**src/rtl/sbpp_pkg.sv**
```systemverilog
// shared types and constants of the spectral band peak picker
package sbpp_pkg;

	localparam int NUM_BANDS = 6;
	localparam int NUM_EDGES = 5;
	localparam int EDGE_W    = 13;
	localparam int BIN_OUT_W = 12;
	localparam int MAG_OUT_W = 16;
	localparam int WIN_W     = 16;
	localparam int SUM_W     = MAG_OUT_W + 3;
	localparam int CNT_W     = 3;

	// configuration register indexes
	localparam logic [2:0] REG_EDGE_ONE   = 3'd0;
	localparam logic [2:0] REG_EDGE_TWO   = 3'd1;
	localparam logic [2:0] REG_EDGE_THREE = 3'd2;
	localparam logic [2:0] REG_EDGE_FOUR  = 3'd3;
	localparam logic [2:0] REG_EDGE_FIVE  = 3'd4;

	localparam logic [EDGE_W-1:0] EDGE_ONE_RST   = 13'd409;
	localparam logic [EDGE_W-1:0] EDGE_TWO_RST   = 13'd1024;
	localparam logic [EDGE_W-1:0] EDGE_THREE_RST = 13'd1638;
	localparam logic [EDGE_W-1:0] EDGE_FOUR_RST  = 13'd2457;
	localparam logic [EDGE_W-1:0] EDGE_FIVE_RST  = 13'd3276;

	typedef logic [NUM_EDGES-1:0][EDGE_W-1:0] edges_t;

	// band results of one finished window
	typedef struct packed {
		logic [NUM_BANDS-1:0][MAG_OUT_W-1:0] mag;
		logic [NUM_BANDS-1:0][BIN_OUT_W-1:0] bin;
		logic [NUM_BANDS-1:0]                found;
		logic [WIN_W-1:0]                    window;
	} win_rec_t;

	// queue status seen by the back part
	typedef struct packed {
		logic full;
		logic empty;
	} q_status_t;

endpackage

```
**src/rtl/sbpp_front.sv**
```systemverilog
// front part: bin counting and per-band peak tracking over one window
module sbpp_front #(
	parameter int MAX_BINS = 4096,
	parameter int MAG_BITS = 16
) (
	input  logic                      clk,
	input  logic                      arst_n,
	input  logic                      accept,
	input  logic [15:0]               magnitude,
	input  logic                      window_end,
	input  sbpp_pkg::edges_t          edges,
	output logic                      push,
	output sbpp_pkg::win_rec_t        rec
);
	import sbpp_pkg::*;

	localparam int BIN_W = $clog2(MAX_BINS);
	localparam logic [BIN_W-1:0] BIN_LAST = BIN_W'(MAX_BINS - 1);
	localparam logic [15:0] MAG_MASK =
		(MAG_BITS >= 16) ? 16'hFFFF : 16'((32'd1 << MAG_BITS) - 32'd1);

	logic [BIN_W-1:0]                     bin_q;
	logic [WIN_W-1:0]                     window_q;
	logic [NUM_BANDS-1:0][MAG_OUT_W-1:0]  best_mag_q, best_mag_nx;
	logic [NUM_BANDS-1:0][BIN_OUT_W-1:0]  best_bin_q, best_bin_nx;
	logic [NUM_BANDS-1:0]                 found_q, found_nx;
	logic [15:0]                          mag_in;
	logic [EDGE_W-1:0]                    bin_ext;
	logic [NUM_BANDS-1:0]                 in_band;

	assign mag_in  = magnitude & MAG_MASK;
	assign bin_ext = EDGE_W'(bin_q);

	always_comb begin
		for (int k = 0; k < NUM_BANDS; k++) begin
			in_band[k] = 1'b1;
			if (k > 0 && bin_ext < edges[(k > 0) ? k - 1 : 0])
				in_band[k] = 1'b0;
			if (k < NUM_BANDS - 1 && !(bin_ext < edges[(k < NUM_EDGES) ? k : 0]))
				in_band[k] = 1'b0;
		end
	end

	always_comb begin
		best_mag_nx = best_mag_q;
		best_bin_nx = best_bin_q;
		found_nx    = found_q;
		for (int k = 0; k < NUM_BANDS; k++) begin
			if (in_band[k] && mag_in > best_mag_q[k]) begin
				best_mag_nx[k] = mag_in;
				best_bin_nx[k] = BIN_OUT_W'(bin_q);
				found_nx[k]    = 1'b1;
			end
		end
	end

	assign push         = accept & window_end;
	assign rec.mag      = best_mag_nx;
	assign rec.bin      = best_bin_nx;
	assign rec.found    = found_nx;
	assign rec.window   = window_q;

	always_ff @(posedge clk or negedge arst_n) begin
		if (!arst_n) begin
			bin_q      <= '0;
			window_q   <= '0;
			best_mag_q <= '0;
			best_bin_q <= '0;
			found_q    <= '0;
		end else if (accept) begin
			if (window_end) begin
				bin_q      <= '0;
				window_q   <= window_q + 1'b1;
				best_mag_q <= '0;
				best_bin_q <= '0;
				found_q    <= '0;
			end else begin
				if (bin_q != BIN_LAST)
					bin_q <= bin_q + 1'b1;
				best_mag_q <= best_mag_nx;
				best_bin_q <= best_bin_nx;
				found_q    <= found_nx;
			end
		end
	end

endmodule

```
**src/rtl/sbpp_queue.sv**
```systemverilog
// two-entry queue of finished window records between front and back
module sbpp_queue (
	input  logic                clk,
	input  logic                arst_n,
	input  logic                push,
	input  sbpp_pkg::win_rec_t  wr_rec,
	input  logic                pop,
	output sbpp_pkg::win_rec_t  rd_rec,
	output sbpp_pkg::q_status_t status
);
	import sbpp_pkg::*;

	win_rec_t    mem_q [2];
	logic        wr_ptr_q;
	logic        rd_ptr_q;
	logic [1:0]  count_q;
	logic        do_push;
	logic        do_pop;

	assign status.full  = (count_q == 2'd2);
	assign status.empty = (count_q == 2'd0);
	assign do_push      = push & ~status.full;
	assign do_pop       = pop & ~status.empty;
	assign rd_rec       = mem_q[rd_ptr_q];

	always_ff @(posedge clk) begin
		if (do_push)
			mem_q[wr_ptr_q] <= wr_rec;
	end

	always_ff @(posedge clk or negedge arst_n) begin
		if (!arst_n) begin
			wr_ptr_q <= 1'b0;
			rd_ptr_q <= 1'b0;
			count_q  <= '0;
		end else begin
			if (do_push)
				wr_ptr_q <= ~wr_ptr_q;
			if (do_pop)
				rd_ptr_q <= ~rd_ptr_q;
			case ({do_push, do_pop})
				2'b10:   count_q <= count_q + 1'b1;
				2'b01:   count_q <= count_q - 1'b1;
				default: count_q <= count_q;
			endcase
		end
	end

endmodule

```
**src/rtl/sbpp_back.sv**
```systemverilog
// back part: averages band peaks of a window and emits those above it
module sbpp_back (
	input  logic                                clk,
	input  logic                                arst_n,
	input  sbpp_pkg::win_rec_t                  head,
	input  logic                                q_empty,
	output logic                                pop,
	output logic                                out_valid,
	input  logic                                out_stall,
	output logic [sbpp_pkg::BIN_OUT_W-1:0]      peak_bin,
	output logic [sbpp_pkg::WIN_W-1:0]          peak_window,
	output logic [sbpp_pkg::MAG_OUT_W-1:0]      peak_magnitude,
	output logic                                run_last
);
	import sbpp_pkg::*;

	typedef enum logic [2:0] {
		ST_IDLE  = 3'b001,
		ST_SCORE = 3'b010,
		ST_EMIT  = 3'b100
	} state_t;

	state_t                  state_q;
	win_rec_t                rec_q;
	logic [SUM_W-1:0]        sum_q, sum_nx;
	logic [CNT_W-1:0]        cnt_q, cnt_nx;
	logic [NUM_BANDS-1:0]    keep;
	logic [NUM_BANDS-1:0]    pend_q;
	logic [NUM_BANDS-1:0]    low_bit;
	logic [2:0]              low_idx;
	logic                    out_valid_q;
	logic                    out_free;
	logic                    is_last;

	// sum and count of the found band peaks
	always_comb begin
		sum_nx = '0;
		cnt_nx = '0;
		for (int k = 0; k < NUM_BANDS; k++) begin
			if (head.found[k]) begin
				sum_nx = sum_nx + SUM_W'(head.mag[k]);
				cnt_nx = cnt_nx + 1'b1;
			end
		end
	end

	// peak times count above sum means above the average
	always_comb begin
		for (int k = 0; k < NUM_BANDS; k++)
			keep[k] = rec_q.found[k] &&
				((SUM_W'(rec_q.mag[k]) * SUM_W'(cnt_q)) > sum_q);
	end

	always_comb begin
		low_idx = '0;
		for (int k = NUM_BANDS - 1; k >= 0; k--) begin
			if (pend_q[k])
				low_idx = 3'(k);
		end
	end

	assign low_bit  = NUM_BANDS'(1) << low_idx;
	assign is_last  = ((pend_q & ~low_bit) == '0);
	assign out_free = ~out_valid_q | ~out_stall;
	assign pop      = (state_q == ST_IDLE) & ~q_empty;
	assign out_valid = out_valid_q;

	always_ff @(posedge clk or negedge arst_n) begin
		if (!arst_n) begin
			state_q     <= ST_IDLE;
			pend_q      <= '0;
			out_valid_q <= 1'b0;
		end else begin
			if (state_q == ST_EMIT && out_free)
				out_valid_q <= 1'b1;
			else if (!out_stall)
				out_valid_q <= 1'b0;
			case (state_q)
				ST_IDLE: begin
					if (!q_empty)
						state_q <= ST_SCORE;
				end
				ST_SCORE: begin
					pend_q  <= keep;
					state_q <= (keep == '0) ? ST_IDLE : ST_EMIT;
				end
				ST_EMIT: begin
					if (out_free) begin
						pend_q <= pend_q & ~low_bit;
						if (is_last)
							state_q <= ST_IDLE;
					end
				end
				default: state_q <= ST_IDLE;
			endcase
		end
	end

	always_ff @(posedge clk) begin
		if (pop) begin
			rec_q <= head;
			sum_q <= sum_nx;
			cnt_q <= cnt_nx;
		end
		if (state_q == ST_EMIT && out_free) begin
			peak_bin       <= rec_q.bin[low_idx];
			peak_window    <= rec_q.window;
			peak_magnitude <= rec_q.mag[low_idx];
			run_last       <= is_last;
		end
	end

endmodule

```
**src/rtl/spectral_band_peak_picker_core.sv**
```systemverilog
// top level of the spectral band peak picker with its register port
// Usage:
// - bins stream in on in_valid / in_stall, low to high frequency, one item
//   per bin; window_end marks the last bin of a time window
// - five band edges are written over the register port at 0x00..0x10
// - one output item per band peak strictly above the window's average,
//   in band order, run_last on the last of them; none for an empty window
// - one bin is taken per cycle; in_stall rises only on a window_end item
//   while both window records of the queue still wait for the back part
// - the back part takes a record with its sum and count, compares in its
//   score state, then emits one peak per cycle while the output is not
//   stalled, so a window of at least 8 bins sustains one bin per cycle
// - output stall holds the output register and pauses emission; the queue
//   lets bins of the next window keep flowing meanwhile
// - reset clears counters, band trackers, queue and output valid and
//   loads the default band edges
module spectral_band_peak_picker_core #(
	parameter int MAX_BINS = 4096,
	parameter int MAG_BITS = 16
) (
	input  logic        clk,
	input  logic        arst_n,
	input  logic        psel,
	input  logic        penable,
	input  logic        pwrite,
	input  logic [4:0]  paddr,
	input  logic [31:0] pwdata,
	output logic [31:0] prdata,
	output logic        pready,
	input  logic        in_valid,
	output logic        in_stall,
	input  logic [15:0] magnitude,
	input  logic        window_end,
	output logic        out_valid,
	input  logic        out_stall,
	output logic [11:0] peak_bin,
	output logic [15:0] peak_window,
	output logic [15:0] peak_magnitude,
	output logic        run_last
);
	import sbpp_pkg::*;

	edges_t     edges_q;
	logic [2:0] reg_idx;
	logic       reg_wr;
	logic       accept;
	logic       push;
	logic       pop;
	win_rec_t   front_rec;
	win_rec_t   head_rec;
	q_status_t  q_status;

	assign pready  = 1'b1;
	assign reg_idx = paddr[4:2];
	assign reg_wr  = psel & penable & pwrite;

	always_comb begin
		case (reg_idx)
			REG_EDGE_ONE:   prdata = 32'(edges_q[0]);
			REG_EDGE_TWO:   prdata = 32'(edges_q[1]);
			REG_EDGE_THREE: prdata = 32'(edges_q[2]);
			REG_EDGE_FOUR:  prdata = 32'(edges_q[3]);
			REG_EDGE_FIVE:  prdata = 32'(edges_q[4]);
			default:        prdata = '0;
		endcase
	end

	always_ff @(posedge clk or negedge arst_n) begin
		if (!arst_n) begin
			edges_q[0] <= EDGE_ONE_RST;
			edges_q[1] <= EDGE_TWO_RST;
			edges_q[2] <= EDGE_THREE_RST;
			edges_q[3] <= EDGE_FOUR_RST;
			edges_q[4] <= EDGE_FIVE_RST;
		end else if (reg_wr) begin
			case (reg_idx)
				REG_EDGE_ONE:   edges_q[0] <= pwdata[EDGE_W-1:0];
				REG_EDGE_TWO:   edges_q[1] <= pwdata[EDGE_W-1:0];
				REG_EDGE_THREE: edges_q[2] <= pwdata[EDGE_W-1:0];
				REG_EDGE_FOUR:  edges_q[3] <= pwdata[EDGE_W-1:0];
				REG_EDGE_FIVE:  edges_q[4] <= pwdata[EDGE_W-1:0];
				default:        edges_q    <= edges_q;
			endcase
		end
	end

	// only a window end item needs room in the queue
	assign in_stall = window_end & q_status.full;
	assign accept   = in_valid & ~in_stall;

	sbpp_front #(
		.MAX_BINS (MAX_BINS),
		.MAG_BITS (MAG_BITS)
	) u_front (
		.clk        (clk),
		.arst_n     (arst_n),
		.accept     (accept),
		.magnitude  (magnitude),
		.window_end (window_end),
		.edges      (edges_q),
		.push       (push),
		.rec        (front_rec)
	);

	sbpp_queue u_queue (
		.clk    (clk),
		.arst_n (arst_n),
		.push   (push),
		.wr_rec (front_rec),
		.pop    (pop),
		.rd_rec (head_rec),
		.status (q_status)
	);

	sbpp_back u_back (
		.clk            (clk),
		.arst_n         (arst_n),
		.head           (head_rec),
		.q_empty        (q_status.empty),
		.pop            (pop),
		.out_valid      (out_valid),
		.out_stall      (out_stall),
		.peak_bin       (peak_bin),
		.peak_window    (peak_window),
		.peak_magnitude (peak_magnitude),
		.run_last       (run_last)
	);

endmodule

```
**config.mk**
```make
export PLATFORM = sky130hd
export DESIGN_NAME = spectral_band_peak_picker_core
export DESIGN_NICKNAME = d
export VERILOG_FILES = /design/src/rtl/sbpp_pkg.sv /design/src/rtl/sbpp_front.sv /design/src/rtl/sbpp_queue.sv /design/src/rtl/sbpp_back.sv /design/src/rtl/spectral_band_peak_picker_core.sv
export SDC_FILE = /design/constraint.sdc
export NUM_CORES = 2
export LEC_CHECK = 0
export BUFFER_PORTS_ARGS = -buffer_cell sky130_fd_sc_hd__buf_2
export CAP_MARGIN = 20
export CORE_MARGIN = 2
export CORE_UTILIZATION = 25
export DETAILED_ROUTE_END_ITERATION = 8
export PLACE_DENSITY = 0.5
export SLEW_MARGIN = 40
export SYNTH_ARGS = -nofsm -noshare
export SYNTH_HDL_FRONTEND = slang
export SYNTH_SLANG_ARGS = --single-unit
```
**constraint.sdc**
```tcl
create_clock -name clk -period 31.2 [get_ports clk]
set_input_delay 4.68 -clock clk [delete_from_list [all_inputs] [get_ports clk]]
set_output_delay 4.68 -clock clk [all_outputs]
set_load 0.01 [all_outputs]
```
==> impl_metrics.csv <==
group,metric,value,unit
outcome,status,"complete, no violations",
timing,finalHoldViolations,0,
timing,finalSetupViolations,0,
grt,grt_use_met3,2.01,%
floorplanning,die_h,475,um
placed_design,hpwlAfterDp,116000,um
worst_setup_path,cp_num_buf_inv,2,
cts,cts_buffer_depth,3,
synthesis,synth_warnings,0,
grt,met2_usage,22.2,%
detailed_routing,antenna_left,0,
grt,grt_overflow,0,
synthesis,async_reset_ff_share,30.6,%
timing,rsz0062_at_grt,"false",
cts,post-cts-setup-buffer-count,0,
detailed_routing,wl_per_cell,19.9,um
worst_setup_path,crit_path_start_kind,"input port",
synthesis,ys_types,83,
worst_setup_path,r2r_cells,36,
placed_design,io_buffer_count,99,
detailed_routing,drt_wl_total,164000,um
detailed_routing,drtIter0Drc,3114,
grt,grt_pass1_vias,39200,
synthesis,synthFlopType,"edfxtp_1",
layout,areaGrowthSynthToFinish,13.4,%
cts,cts.sinks,918,
timing,min_period,11.08,ns
worst_setup_path,r2r-start,"u_queue.rd_ptr_q",
floorplanning,die_area,0.226,mm^2
cts,ctsResizeCount,0,
detailed_routing,drt-vias-per-instance,4.81,
placed_design,dpl.cell_count,8031,
worst_setup_path,crit_family,"simple AND/OR/NAND/NOR gates",
synthesis,synth_seq_cells,918,
timing,fin_setup_tns,0,ns
timing,tightestPinTransition,0.858,ns
cts,ctsHtreeMaxLevel,3,
worst_setup_path,crit_fanout,32,
synthesis,synth_area,0.0554,mm^2
cts,root_buffer,"clkbuf_16",
floorplanning,start_util,25.2,%
floorplanning,ios,141,
worst_setup_path,r2r_slack,20.50,ns
cts,clock_latency,0.76,ns
grt,top_usage_layer,"met2",
cts,cts_tree,"yes",
worst_hold_path,min_path_cells,0,
worst_setup_path,crit_slowest_cell,"nor2b_2",
grt,antenna_found_initial,18,
detailed_routing,vias,39600,
grt,grt_pass1_wl,245000,um
worst_setup_path,arrival,6.40,ns
layout,stdcell_area,0.0629,mm^2
floorplanning,core_area,0.220,mm^2
synthesis,avgSynthCellArea,10.7,um^2
worst_setup_path,worstSetupPathType,"input port to output port",
synthesis,ys_seq_area_share,47.2,%
timing,slew_viol_final,0,
timing,timing.final.crit_share,35.5,%
placed_design,gp_congestion,0.884,
worst_setup_path,timing.rr.end,"u_back.sum_q[18]",
grt,grt_use_met1,20.7,%
grt,grt_max_degree,132,
layout,num-nets-final,5802,
synthesis,synth_area_leaders,"edfxtp_1 34%, dfrtp_1 12%, ha_1 11%",
worst_setup_path,crit_path_max_incr_delay,0.66,ns
synthesis,syn_inst,5159,
worst_setup_path,endpoint_kind,"output port",
cts,hold_buffers,0,
cts,path_clk_slew,0.06,ns
synthesis,synth_edf_count,637,
worst_hold_path,holdCritStartpoint,"u_back.rec_q[15]",
detailed_routing,firstDrtPassIters,8,
worst_hold_path,hp-class,"register to register",
floorplanning,num_rows,172,
cts,cts_buffers,101,
job,cap_violations,0,
worst_setup_path,path_cells,"buf_2 > nor2b_2 > a22oi_1 > o22ai_1 > buf_2",
timing,max_freq,0.0903,GHz
layout,fin_cells,8227,
layout,nFillCells,22700,
synthesis,yosysTopAreaCell,"edfxtp_1",
worst_hold_path,hold_end,"u_back.peak_window[15]",
worst_setup_path,crit_required,26.52,ns
timing,worst_slew_margin_rel,42.8,%
grt,gr-usage-all-layers,14.3,%
worst_setup_path,crit_top_cell,"buf_2",
timing,fin_skew,0.109,ns
detailed_routing,drc,0,
placed_design,post_dp_cell_area,0.0593,mm^2
synthesis,synth_top_area_share,34.5,%
layout,final_layout_size_suffix_gt1_share,13.0,%
floorplanning,die_w,475,um
metal layers:
metal  vias up  routed length, um
met2       978              72000
met5         -                 57
met1     19700              79600
met4         8               4170
li1      18600                  -
met3       234               8220
cells in the final DEF (no fill, tap or decap), drive strengths merged, types with 20 or more instances in the layout:
cell / count
o211ai: 40
nand2b: 31
o21a: 78
nand3: 98
a21oi: 203
o311ai: 26
o21bai: 24
clkinv: 48
nand4: 68
clkbuf: 124
xor2: 45
dfstp: 25
a222oi: 28
o21ai: 265
conb: 20
dfrtp: 256
and2: 51
inv: 445
a22oi: 27
mux2: 293
a221o: 41
nor2: 173
a31oi: 73
ha: 467
fa: 95
nor2b: 70
o22ai: 46
o221ai: 29
a21o: 130
and3: 20
buf: 172
edfxtp: 637
a211oi: 22
nor3: 58
o2bb2ai: 22
xnor2: 126
nand2: 700
cell families (layout without fill, tap and decap cells):
group | Yosys count | count (layout) | synth area share (%)
AOI/OAI and AO/OA | 1151 | 1151 | 14.0
and+or+nand+nor | 1328 | 1328 | 10.8
xor gates and xnor gates | 171 | 171 | 2.70
muxes | 309 | 309 | 6.24
adders and majority gates | 563 | 563 | 14.0
buffers and inverters | 717 | 805 | 5.03
DFF | 918 | 918 | 47.2
other | 2 | 24 | 0.0135
cell usage after synthesis, types with 10 or more instances:
| master | n |
|---|---|
| clkbuf_1 | 205 |
| o221ai_1 | 29 |
| mux2_2 | 282 |
| a22o_1 | 12 |
| buf_1 | 33 |
| nand3_1 | 98 |
| nor3_1 | 58 |
| mux2i_1 | 16 |
| or2_2 | 10 |
| buf_4 | 22 |
| o211ai_1 | 40 |
| ha_1 | 467 |
| o21a_1 | 78 |
| o311ai_0 | 26 |
| a22oi_1 | 27 |
| a21o_1 | 130 |
| a211oi_1 | 22 |
| xor2_1 | 45 |
| o2bb2ai_1 | 22 |
| nor2b_1 | 70 |
| a221o_1 | 41 |
| o21ai_0 | 259 |
| and2_1 | 51 |
| dfstp_2 | 25 |
| buf_2 | 13 |
| and3_1 | 20 |
| o31ai_1 | 11 |
| inv_1 | 442 |
| edfxtp_1 | 637 |
| a222oi_1 | 28 |
| dfrtp_1 | 256 |
| a21oi_1 | 203 |
| mux2_1 | 11 |
| o21bai_1 | 24 |
| o41ai_1 | 11 |
| nor2_1 | 173 |
| a31oi_1 | 73 |
| o22ai_1 | 46 |
| nand4_1 | 68 |
| nand2_1 | 699 |
| nand2b_1 | 31 |
| xnor2_1 | 126 |
| fa_1 | 95 |
worst max path at each step:
stage	startpoint	to	slack, ns	cells after the start
floorplan	u_back.state_q[2]	u_queue.count_q[1]	5.90	4
global placement	paddr[2]	prdata[11]	19.84	5
detailed placement	paddr[2]	prdata[11]	20.13	5
CTS	paddr[2]	prdata[11]	20.14	5
global route	u_queue.rd_ptr_q	u_back.sum_q[18]	19.74	36
finish	paddr[2]	prdata[11]	20.12	5
stage by stage:
stage | setup WS, ns | utilization, % | hold WS, ns
2_1_floorplan | 5.90 | - | 0.400
3_3_place_gp | 19.84 | 26.9 | 0.408
3_5_place_dp | 20.13 | 26.9 | 0.405
4_1_cts | 20.14 | 28.5 | 0.420
5_1_grt | 19.74 | 28.6 | 0.433
6_report | 20.12 | 28.6 | 0.417
sequential cells by signal (all words and copies together), names as in the netlist, 2 cells and up:
signal	cells
u_back.pend_q	6
u_back.sum_q	19
u_back.peak_bin	12
u_front.best_mag_q	96
u_back.cnt_q	3
u_back.state_q	3
u_front.best_bin_q	72
u_queue.count_q	2
edges_q	65
u_back.peak_magnitude	16
u_front.found_q	6
u_back.peak_window	16
u_front.bin_q	12
u_back.rec_q	190
u_queue.mem_q	380
u_front.window_q	16
final cells by class:
type	count	area, um^2	area share, %
inverter	444	1670	2.65
tap	2958	3700	5.88
clock buffer	124	2700	4.28
timing repair buffer	172	1200	1.90
sequential	918	26200	41.6
clock inverter	65	798	1.27
antenna	4	10.0	0.0159
multi-input combinational	3542	26600	42.4
Power is not shown: default switching activity piles up to over one toggle a cycle in this logic, so the estimate is an artifact.
